`src/rtl/stick_setpoint_generator_top_macros.svh`:
```
// Assertion macros shared by the stick setpoint generator RTL.
// Expects clk and arst_n in the scope of each use.
`ifndef STICK_SETPOINT_GENERATOR_TOP_MACROS_SVH
`define STICK_SETPOINT_GENERATOR_TOP_MACROS_SVH

// Same-cycle implication, disabled while in reset.
`define SSG_ASSERT_NOW(lbl, ante, cons) \
	lbl: assert property (@(posedge clk) disable iff (!arst_n) (ante) |-> (cons)) \
		else $error("stick setpoint generator: same-cycle check failed");

// Next-cycle implication, disabled while in reset.
`define SSG_ASSERT_NEXT(lbl, ante, cons) \
	lbl: assert property (@(posedge clk) disable iff (!arst_n) (ante) |=> (cons)) \
		else $error("stick setpoint generator: next-cycle check failed");

`endif

```
`src/rtl/ssg_pkg.sv`:
```
// Types, codes, constants and fixed-point helpers for the stick setpoint generator.
// No dependencies; imported by every module of the block.
`timescale 1ns / 1ps

package ssg_pkg;

	// Item request codes
	localparam logic [1:0] REQ_TICK    = 2'd0;
	localparam logic [1:0] REQ_RANGE   = 2'd1;
	localparam logic [1:0] REQ_ARM     = 2'd2;
	localparam logic [1:0] REQ_TAKEOFF = 2'd3;

	// Configuration register indexes
	localparam logic [2:0] CFG_DEADBAND      = 3'd0;
	localparam logic [2:0] CFG_XY_GAIN       = 3'd1;
	localparam logic [2:0] CFG_Z_GAIN        = 3'd2;
	localparam logic [2:0] CFG_YAW_GAIN      = 3'd3;
	localparam logic [2:0] CFG_RANGE_LIMIT   = 3'd4;
	localparam logic [2:0] CFG_STEP_UP       = 3'd5;
	localparam logic [2:0] CFG_STEP_DOWN     = 3'd6;
	localparam logic [2:0] CFG_DESCENT_LIMIT = 3'd7;

	// Register reset values
	localparam logic [14:0]        RST_DEADBAND      = 15'd1638;
	localparam logic [15:0]        RST_XY_GAIN       = 16'd640;
	localparam logic [15:0]        RST_Z_GAIN        = 16'd7680;
	localparam logic signed [15:0] RST_YAW_GAIN      = -16'sd128;
	localparam logic [15:0]        RST_RANGE_LIMIT   = 16'd2000;
	localparam logic [7:0]         RST_STEP_UP       = 8'd1;
	localparam logic [7:0]         RST_STEP_DOWN     = 8'd5;
	localparam logic signed [16:0] RST_DESCENT_LIMIT = -17'sd20;

	// Altitude hold length in ticks, and landing speed after reset
	localparam logic [6:0]  HOLD_TICKS          = 7'd100;
	localparam logic [15:0] LANDING_SPEED_RESET = 16'd50;

	typedef struct packed {
		logic [14:0]        deadband;
		logic [15:0]        xy_gain;
		logic [15:0]        z_gain;
		logic signed [15:0] yaw_gain;
		logic [15:0]        range_limit;
		logic [7:0]         step_up;
		logic [7:0]         step_down;
		logic signed [16:0] descent_limit;
	} cfg_t;

	typedef struct packed {
		logic [1:0]         req_type;
		logic signed [15:0] stick_roll;
		logic signed [15:0] stick_pitch;
		logic signed [15:0] stick_yaw;
		logic signed [15:0] stick_alt;
		logic               manual_mode;
		logic               landing_now;
		logic signed [31:0] pos_x;
		logic signed [31:0] pos_y;
		logic signed [31:0] pos_z;
		logic [15:0]        downward_range;
	} item_t;

	typedef struct packed {
		logic signed [31:0] target_x;
		logic signed [31:0] target_y;
		logic signed [31:0] target_z;
		logic signed [31:0] yaw_rate;
		logic signed [31:0] takeoff_speed;
		logic [15:0]        landing_speed;
	} result_t;

	// Sign-extend a Q16.16 value to the 35-bit sum width
	function automatic logic [34:0] sx35(input logic [31:0] v);
		return {{3{v[31]}}, v};
	endfunction

	// Clamp a 35-bit two's complement sum to 32 bits
	function automatic logic [31:0] sat32(input logic [34:0] v);
		logic [31:0] r;
		r = v[31:0];
		if (!v[34] && (v[33:31] != 3'b000)) begin
			r = 32'h7FFF_FFFF;
		end else if (v[34] && (v[33:31] != 3'b111)) begin
			r = 32'h8000_0000;
		end
		return r;
	endfunction

	// |stick| strictly above the deadband
	function automatic logic past_deadband(input logic [15:0] s, input logic [14:0] db);
		logic [16:0] a;
		a = s[15] ? (17'd0 - {1'b1, s}) : {1'b0, s};
		return a > {2'b00, db};
	endfunction

	// Q1.14 stick times Q8.8 gain, back to Q16.16: round half up, drop 6 bits
	function automatic logic [27:0] scale_stick(input logic [15:0] s, input logic [16:0] g);
		logic [33:0] p;
		p = {{18{s[15]}}, s} * {{17{g[16]}}, g};
		p = p + 34'd32;
		return p[33:6];
	endfunction

	function automatic logic [34:0] sx_scale(input logic [27:0] v);
		return {{7{v[27]}}, v};
	endfunction

endpackage

```
`src/rtl/ssg_cfg.sv`:
```
// Configuration register file for the stick setpoint generator.
// Depends on ssg_pkg for cfg_t, register indexes and reset values.
`timescale 1ns / 1ps

module ssg_cfg import ssg_pkg::*; (
	input  logic        clk,
	input  logic        arst_n,
	input  logic        wr_en,
	input  logic [2:0]  wr_index,
	input  logic [16:0] wr_data,
	output cfg_t        cfg
);

	cfg_t cfg_q;

	always_ff @(posedge clk or negedge arst_n) begin
		if (!arst_n) begin
			cfg_q.deadband      <= RST_DEADBAND;
			cfg_q.xy_gain       <= RST_XY_GAIN;
			cfg_q.z_gain        <= RST_Z_GAIN;
			cfg_q.yaw_gain      <= RST_YAW_GAIN;
			cfg_q.range_limit   <= RST_RANGE_LIMIT;
			cfg_q.step_up       <= RST_STEP_UP;
			cfg_q.step_down     <= RST_STEP_DOWN;
			cfg_q.descent_limit <= RST_DESCENT_LIMIT;
		end else if (wr_en) begin
			case (wr_index)
				CFG_DEADBAND:      cfg_q.deadband      <= wr_data[14:0];
				CFG_XY_GAIN:       cfg_q.xy_gain       <= wr_data[15:0];
				CFG_Z_GAIN:        cfg_q.z_gain        <= wr_data[15:0];
				CFG_YAW_GAIN:      cfg_q.yaw_gain      <= wr_data[15:0];
				CFG_RANGE_LIMIT:   cfg_q.range_limit   <= wr_data[15:0];
				CFG_STEP_UP:       cfg_q.step_up       <= wr_data[7:0];
				CFG_STEP_DOWN:     cfg_q.step_down     <= wr_data[7:0];
				CFG_DESCENT_LIMIT: cfg_q.descent_limit <= wr_data;
				default: begin
				end
			endcase
		end
	end

	assign cfg = cfg_q;

endmodule

```
`config.mk`:
```
export PLATFORM = sky130hd
export DESIGN_NAME = ssg_cfg
export DESIGN_NICKNAME = d
export VERILOG_FILES = /design/src/rtl/stick_setpoint_generator_top_macros.svh /design/src/rtl/ssg_pkg.sv /design/src/rtl/ssg_cfg.sv
export SDC_FILE = /design/constraint.sdc
export NUM_CORES = 1
export LEC_CHECK = 0
export ABC_AREA = 1
export BUFFER_PORTS_ARGS = -buffer_cell sky130_fd_sc_hd__buf_4
export CORE_MARGIN = 4
export CORE_UTILIZATION = 45
export CTS_BUF_LIST = sky130_fd_sc_hd__clkbuf_4
export DETAILED_ROUTE_END_ITERATION = 6
export GPL_TIMING_DRIVEN = 0
export PLACE_DENSITY = 0.71
export SYNTH_ARGS = -nofsm -noshare
export SYNTH_HDL_FRONTEND = slang
export SYNTH_SLANG_ARGS = --single-unit
```
`constraint.sdc`:
```
create_clock -name clk -period 1.5 [get_ports clk]
set_clock_uncertainty 0.15 [all_clocks]
set_input_delay 0.3 -clock clk [delete_from_list [all_inputs] [get_ports clk]]
set_output_delay 0.3 -clock clk [all_outputs]
set_load 0.02 [all_outputs]
```
==> results.ini, run 1 <==
[setup_path]
required_ps = 1050
reg2reg_to = cfg[41]$_DFFE_PN1P_
r2r_setup_slack_ps = 510
path_cells = buf_6
worst-endpoint-arrival_ps = 1150
path_buf_inv = 1
cp-end-kind = output port
reg2reg_depth = 3
critPathMaxFanout = 2
critPathKind = flop to output port
max_stage_delay_ps = 590
start_kind = flop
reg2reg_from = cfg[41]$_DFFE_PN1P_
critical-path-top-delay-family = flip-flops
worst_path_max_delay_cell = dfstp_2

[synth]
synth.avg_cell_area_sq_um = 8.85
synth_seq_area_share_pct = 64.2
synthSimpleGateAreaFrac_pct = 32.2
synth_top_family_by_area = simple AND/OR/NAND/NOR gates
ys_warn_count = 0
syn-cell-area_sq_um = 4450
muxShareOfSynthArea_pct = 0
yosysUniqueCellTypes = 13
synth_fa_ha_area_share_pct = 0
synth-seq-cells = 112
synth_xor_xnor_area_share_pct = 0
synth_cells = 503
synth-compound-area-share_pct = 0
synth_nets = 526

[cts]
cts-root-buf = clkbuf_4
clk_pin_slew_worst_paths_ps = 170
htreeDepth = 3
cts_sinks = 112
clk_latency_ps = 430
clock_path_buffers = 2
cts_buffers = 9
cts_tree = yes

[drt]
wl_per_cell_um = 16.3
drc = 0
wirelength_um = 13400
via_count = 4035
drtAntennaViolNets = 0
viasPerCell = 4.91
dr.pass1.iters = 5
drtIter0Drc = 209

[cells_and_area]
final_cell_mix = 284 x nand2_1, 112 x buf_6, 68 x dfrtp_1, 63 x nand3_1, 48 x buf_4
fillers = 794
n_antenna_cell = 0
fin_nets = 707
mostFrequentLayoutCell = nand2_1
regArea_sq_um = 2860
largest_reg_flops = 112
syn2layout_area_growth_pct = 45.5
layout-drive-gt1-share_pct = 35.6
stdcell_count = 822
multi_input_area_sq_um = 1430

[timing]
min_period_over_period_pct = 107
setup_viol = 44
worst_slew_margin_rel_pct = 63.5
rsz0062_at_grt = yes
setup_tns_ps = -3380
fmax_mhz = 625
final_hold_viol_count = 0
fin_crit_ps = 1600
hold_ws_ps = 33.3
worstMarginPinSlew_ps = 546
slew_violations = 0
fin_ws_ps = -100

[flow_run]
maxCapViolCount = 0

[run_status]
violations = negative setup slack
outcome = finished with violations

[floorplan]
core_area_sq_um = 9680
initial_core_util_pct = 46.0
io-pin-count = 135
dieWidth_um = 107
die_y_um = 107
die-area_sq_um = 11500
row_count = 36

[pwr]
p_leak_nw = 3.44
powerDensity_nw_per_um2 = 1330
irDropWorstVdd_v = 0.000654

[min_path]
worst_hold_path_type = input port to flop
min-delay-start = wr_data[5]
hold-path-cell-count = 3
min_delay_worst_endpoint = cfg[5]$_DFFE_PN1P_

[global_route]
antenna_found_initial = 0
grt_overflow = 0
grtUsageTotal_pct = 22.8
grt_pass1_vias = 3735
grt_pass1_wl_um = 20300
grt_max_degree = 113

[placed_design]
place_hpwl_um = 8560
portBuffers = 126
routabilityCongestion = 0.804
dp_cells = 762

## power by group
| part | total, W | internal, W | switching, W |
|---|---|---|---|
| Combinational | 0.00309 | 0.00153 | 0.00156 |
| Sequential | 0.00422 | 0.00375 | 0.000466 |
| Clock | 0.00131 | 0.000353 | 0.000955 |
## metrics by stage
step / total power, W / cell area (sq um) / utilization [%] / setup WS (ps)
6_report: 0.00862 / 6480 / 66.9 / -100
5_1_grt: 0.00909 / 6480 / 66.9 / -160
4_1_cts: 0.00821 / 6020 / 62.1 / -114
3_5_place_dp: 0.00663 / 5560 / 57.5 / -289
3_3_place_gp: 0.00658 / 5560 / 57.5 / -250
2_1_floorplan: 0.00537 / 4450 / - / 206
## synthesized netlist by cell type
master,instances,area (sq um)
nand2_1,284,1070
inv_2,2,7.51
dfstp_2,44,1160
dfrtp_1,68,1700
buf_4,3,22.5
buf_2,13,65.1
nand3_1,63,315
inv_1,4,15.0
nor2_1,4,15.0
nand2_2,2,12.5
clkbuf_2,4,20.0
clkbuf_1,8,30.0
nor2_2,4,25.0
## how the worst max path moves through the flow
| stage | to | depth (start not counted) | start |
|---|---|---|---|
| 6_report | cfg[77] | 1 | cfg[77]$_DFFE_PN1P_ |
| 3_5_place_dp | cfg[38]$_DFFE_PN0P_ | 6 | wr_index[0] |
| 5_1_grt | cfg[2] | 1 | cfg[2]$_DFFE_PN1P_ |
| 4_1_cts | cfg[39] | 1 | cfg[39]$_DFFE_PN1P_ |
| 3_3_place_gp | cfg[38]$_DFFE_PN0P_ | 6 | wr_index[0] |
| 2_1_floorplan | cfg[38]$_DFFE_PN0P_ | 5 | wr_index[0] |
## cells by family after synthesis
group	after synthesis
flops	112
simple gates	357
buf+inv	34
## repair_timing
item,CTS,global route
setup endpoints to repair,56,112
buffers inserted,5,26
gates resized for setup,54,57
hold buffers,10,2
endpoints found under the hold margin,46,75
## area by class of cell
| type | count | area share (%) |
|---|---|---|
| buffer | 28 | 2.12 |
| multi-input combinational | 357 | 22.1 |
| clock inverter | 6 | 0.579 |
| sequential | 112 | 44.1 |
| inverter | 6 | 0.348 |
| timing repair buffer | 170 | 27.0 |
| tap | 133 | 2.57 |
| clock buffer | 10 | 1.16 |
## per-layer routing
metal | routed length, um | global-route usage (%)
met5 | 0 | 0
met4 | 352 | 7.03
met3 | 1140 | 5.52
met2 | 6510 | 35.7
met1 | 5420 | 31.5
Power figures use the tool's default switching activity.
==> run 2, diff against run 1 <==
- HOLD_SLACK_MARGIN: not set -> 0.12
==> results.ini, run 2 (synthesis gave the netlist of run 1 again) <==
[run_status]
outcome = finished with violations
violations = negative setup slack

[cells_and_area]
utilization_pct = 68.4
regArea_sq_um = 2860
fillers = 775
mostFrequentLayoutCell = nand2_1
n_antenna_cell = 0
layout-drive-gt1-share_pct = 35.1
final_cell_mix = 284 x nand2_1, 112 x buf_6, 68 x dfrtp_1, 63 x nand3_1, 50 x buf_4
largest_reg_flops = 112
stdcell_count = 837
fin_nets = 722
multi_input_area_sq_um = 1440
syn2layout_area_growth_pct = 48.9

[placed_design]
place_hpwl_um = 8560
routabilityCongestion = 0.804
dp_cells = 762
portBuffers = 126

[pwr]
internal-power_w = 0.00567
irDropWorstVdd_v = 0.000729
p_leak_nw = 3.51
powerDensity_nw_per_um2 = 1310
power.switching_w = 0.00301
pwr-share-seq_pct = 48.6
combPwrFrac_pct = 36.2
clkPwrFrac_pct = 15.2
p_sw_share_pct = 34.7

[global_route]
grt_max_degree = 113
grt_pass1_vias = 3808
grtUsageTotal_pct = 23.1
grt_pass1_wl_um = 20600
grt_overflow = 0
antenna_found_initial = 0

[timing]
setup_viol = 44
worstMarginPinSlew_ps = 534
final_hold_viol_count = 0
min_period_over_period_pct = 106
hold_ws_ps = 138
setup_tns_ps = -3360
worst_slew_margin_rel_pct = 64.3
fin_crit_ps = 1590
fmax_mhz = 628
rsz0062_at_grt = yes
fin_ws_ps = -92.9
slew_violations = 0

[setup_path]
critPathKind = flop to output port
max_stage_delay_ps = 580
reg2reg_depth = 3
r2r_setup_slack_ps = 510
worstSetupEndpoint = cfg[77]
cp_num_cells = 1
reg2reg_to = cfg[41]$_DFFE_PN1P_
path_buf_inv = 1
reg2reg_from = cfg[41]$_DFFE_PN1P_
worst-endpoint-arrival_ps = 1140
start_kind = flop
path_cells = buf_6
critPathMaxFanout = 2
critical-path-top-delay-family = flip-flops
crit_start = cfg[77]$_DFFE_PN1P_
cp-end-kind = output port
worst_path_max_delay_cell = dfstp_2
required_ps = 1050

[floorplan]
io-pin-count = 135
die_y_um = 107
die-area_sq_um = 11500
initial_core_util_pct = 46.0
core_area_sq_um = 9680
row_count = 36
dieWidth_um = 107

[drt]
drtIter0Drc = 210
drc = 0
wirelength_um = 13700
via_count = 4088
drtAntennaViolNets = 0
dr.pass1.iters = 5
viasPerCell = 4.88
wl_per_cell_um = 16.4

[cts]
clk_pin_slew_worst_paths_ps = 170
htreeDepth = 3
clk_latency_ps = 430
clock_path_buffers = 2
cts_tree = yes
cts-root-buf = clkbuf_4
cts_buffers = 9
cts_sinks = 112

[flow_run]
maxCapViolCount = 0

[min_path]
worst_hold_path_type = input port to flop
hold-path-cell-count = 5

==> run 2: changes by cell type in the layout (fill, tap and decap cells not counted) <==
cell	delta
dlygate4sd3_1	+13
nor2_2	-1
buf_4	+2
nor2_4	+1
==> run 2: repair_timing <==
action,4_1_cts,5_1_grt
resized for setup,54,58
pin swaps,0,0
hold buffers,23,2
buffers inserted,5,28
hold endpoints to repair,175,73
endpoints found under the setup margin,56,120
==> run 2: how the worst min path moves through the flow <==
stage,startpoint,to,slack (ps)
3_5_place_dp,cfg[75]$_DFFE_PN1P_,cfg[75]$_DFFE_PN1P_,300
6_report,wr_index[0],cfg[25]$_DFFE_PN1P_,140
2_1_floorplan,arst_n,cfg[0]$_DFFE_PN0P_,-150
4_1_cts,arst_n,cfg[87]$_DFFE_PN0P_,40
3_3_place_gp,cfg[12]$_DFFE_PN1P_,cfg[12]$_DFFE_PN1P_,300
5_1_grt,wr_index[2],cfg[81]$_DFFE_PN0P_,140
==> run 2: through the flow <==
stage / total power (W) / worst slack, ps / area [sq um]
after global placement: 0.00658 / -250 / 5560
after detailed placement: 0.00663 / -289 / 5560
after CTS: 0.00823 / -114 / 6150
after global routing: 0.00914 / -156 / 6630
after floorplan: 0.00537 / 206 / 4450
final: 0.00868 / -92.9 / 6630
==> run 2: final cells by class <==
type,count,share of cell area [%]
sequential,112,43.1
timing repair buffer,185,28.5
multi-input combinational,357,21.7
tap,133,2.51
buffer,28,2.08
clock buffer,10,1.13
clock inverter,6,0.566
inverter,6,0.340
==> run 2: power by group through the flow <==
stage	sequential (W)	combinational [W]	clock [W]
finish	0.00422	0.00314	0.00132
floorplan	0.00482	0.000551	0
global route	0.00428	0.00337	0.00149
CTS	0.00415	0.00274	0.00134
global placement	0.00413	0.00244	0
detailed placement	0.00414	0.00249	0
==> run 2: per-layer routing <==
metal	part of all wire, %	track usage (%)
met5	0	0
met4	2.0	7.03
met2	49	36.6
met3	7.3	5.46
met1	42	31.9
==> run 2: worst reg2reg max path, stage by stage (launching register included) <==
cell and delay (ps):
dfstp_2 570, buf_4 100, nand2_1 50, nand2_1 80
==> run 3, diff against run 2 <==
- CELL_PAD_IN_SITES_DETAIL_PLACEMENT: not set -> 1
- CELL_PAD_IN_SITES_GLOBAL_PLACEMENT: not set -> 1
- CORE_UTILIZATION: 45 -> 42
- PLACE_DENSITY: 0.71 -> not set
- PLACE_DENSITY_LB_ADDON: not set -> 0.1
==> results.ini, run 3 (synthesis gave the netlist of run 1 again) <==
[pwr]
p_leak_nw = 3.57
powerDensity_nw_per_um2 = 1330
irDropWorstVdd_v = 0.000563
power_w = 0.00891

[setup_path]
r2r_setup_slack_ps = 320
start_kind = flop
cp-end-kind = output port
critPathKind = flop to output port
required_ps = 1050
path_cells = buf_6
worst_path_max_delay_cell = dfstp_2
critPathMaxFanout = 2
path_buf_inv = 1
max_stage_delay_ps = 590
worst-endpoint-arrival_ps = 1160
critical-path-top-delay-family = flip-flops

[cells_and_area]
utilization_pct = 65.0
largest_reg_flops = 112
fin_nets = 733
syn2layout_area_growth_pct = 50.8
final_cell_mix = 284 x nand2_1, 113 x buf_6, 68 x dfrtp_1, 63 x nand3_1, 61 x buf_4
fillers = 1200
mostFrequentLayoutCell = nand2_1
layout-drive-gt1-share_pct = 36.2
n_antenna_cell = 0

[drt]
wirelength_um = 16300
drc = 0
viasPerCell = 4.97
wl_per_cell_um = 19.2
drtAntennaViolNets = 0
via_count = 4232
drtIter0Drc = 206
dr.pass1.iters = 4

[floorplan]
initial_core_util_pct = 43.1
die-area_sq_um = 12300
dieWidth_um = 111
die_y_um = 111
core_area_sq_um = 10300
io-pin-count = 135
row_count = 37

[cts]
cts_sinks = 112
clk_pin_slew_worst_paths_ps = 170
cts_tree = yes
cts_buffers = 9
clk_latency_ps = 450
cts-root-buf = clkbuf_4
htreeDepth = 3
clock_path_buffers = 2

[global_route]
grtUsageTotal_pct = 24.3
grt_pass1_wl_um = 23700
grt_max_degree = 113
grt_overflow = 0
grt_pass1_vias = 4237
antenna_found_initial = 0

[timing]
worst_slew_margin_rel_pct = 61.2
setup_tns_ps = -3570
slew_violations = 0
fmax_mhz = 621
worstMarginPinSlew_ps = 580
final_hold_viol_count = 0
min_period_over_period_pct = 107
setup_viol = 44
rsz0062_at_grt = yes
fin_ws_ps = -110
fin_crit_ps = 1610

[placed_design]
place_ws_ps = -311
routabilityCongestion = 0.774
place_hpwl_um = 9750
portBuffers = 126

[flow_run]
maxCapViolCount = 0

[run_status]
violations = negative setup slack
outcome = finished with violations

[min_path]
worst_hold_path_type = input port to asynchronous set/reset pin

## run 3: final cells by class
type	instances	area [sq um]	area share, %
Tap cell	136	170	2.53
Buffer	28	138	2.05
Sequential cell	112	2860	42.6
Multi-Input combinational cell	357	1440	21.4
Clock buffer	14	105	1.57
Timing Repair Buffer	196	1980	29.4
Clock inverter	2	7.51	0.112
Inverter	6	22.5	0.336
## run 3: metrics by stage
step                      cells  hold slack, ps  instance area (sq um)
final                       851             140                   6710
after global routing        851             132                   6710
after CTS                   816            39.0                   6260
after detailed placement    765             303                   5570
after global placement      765             300                   5570
after floorplan             503            -146                   4450
## run 3: worst paths after layout
kind / from / end / cells past startpoint
worst max-delay path: cfg[107]$_DFFE_PN1P_ / cfg[107] / 1
min in group clk: wr_index[2] / cfg[68]$_DFFE_PN0P_ / 5
worst max register to register: cfg[92]$_DFFE_PN0P_ / cfg[92]$_DFFE_PN0P_ / 5
worst min-delay path: arst_n / cfg[4]$_DFFE_PN0P_ / 2
max in group asynchronous: arst_n / cfg[102]$_DFFE_PN1P_ / 3
worst min register to register: cfg[6]$_DFFE_PN1P_ / cfg[6]$_DFFE_PN1P_ / 2
## run 3: routing by layer
metal | track usage (%) | wire [um] | vias to the layer above
met5 | 0 | 0 | -
met4 | 8.21 | 228 | 0
met3 | 4.42 | 791 | 19
met2 | 41.7 | 8740 | 106
met1 | 31.0 | 6550 | 2132
li1 | - | - | 1975
## run 3: power by group
group / switching [W] / internal (W) / leakage, nW
logic: 0.00167 / 0.00164 / 2.19
clock network: 0.000940 / 0.000430 / 0.0675
registers: 0.000482 / 0.00375 / 1.32
total: 0.00309 / 0.00582 / 3.57
## run 3: timing repair
action / 4_1_cts / 5_1_grt
endpoints found under the setup margin: 74 / 120
gates resized for setup: 69 / 44
hold endpoints to repair: 178 / 78
cloned: 0 / 0
buffers inserted: 12 / 33
hold buffers: 23 / 1
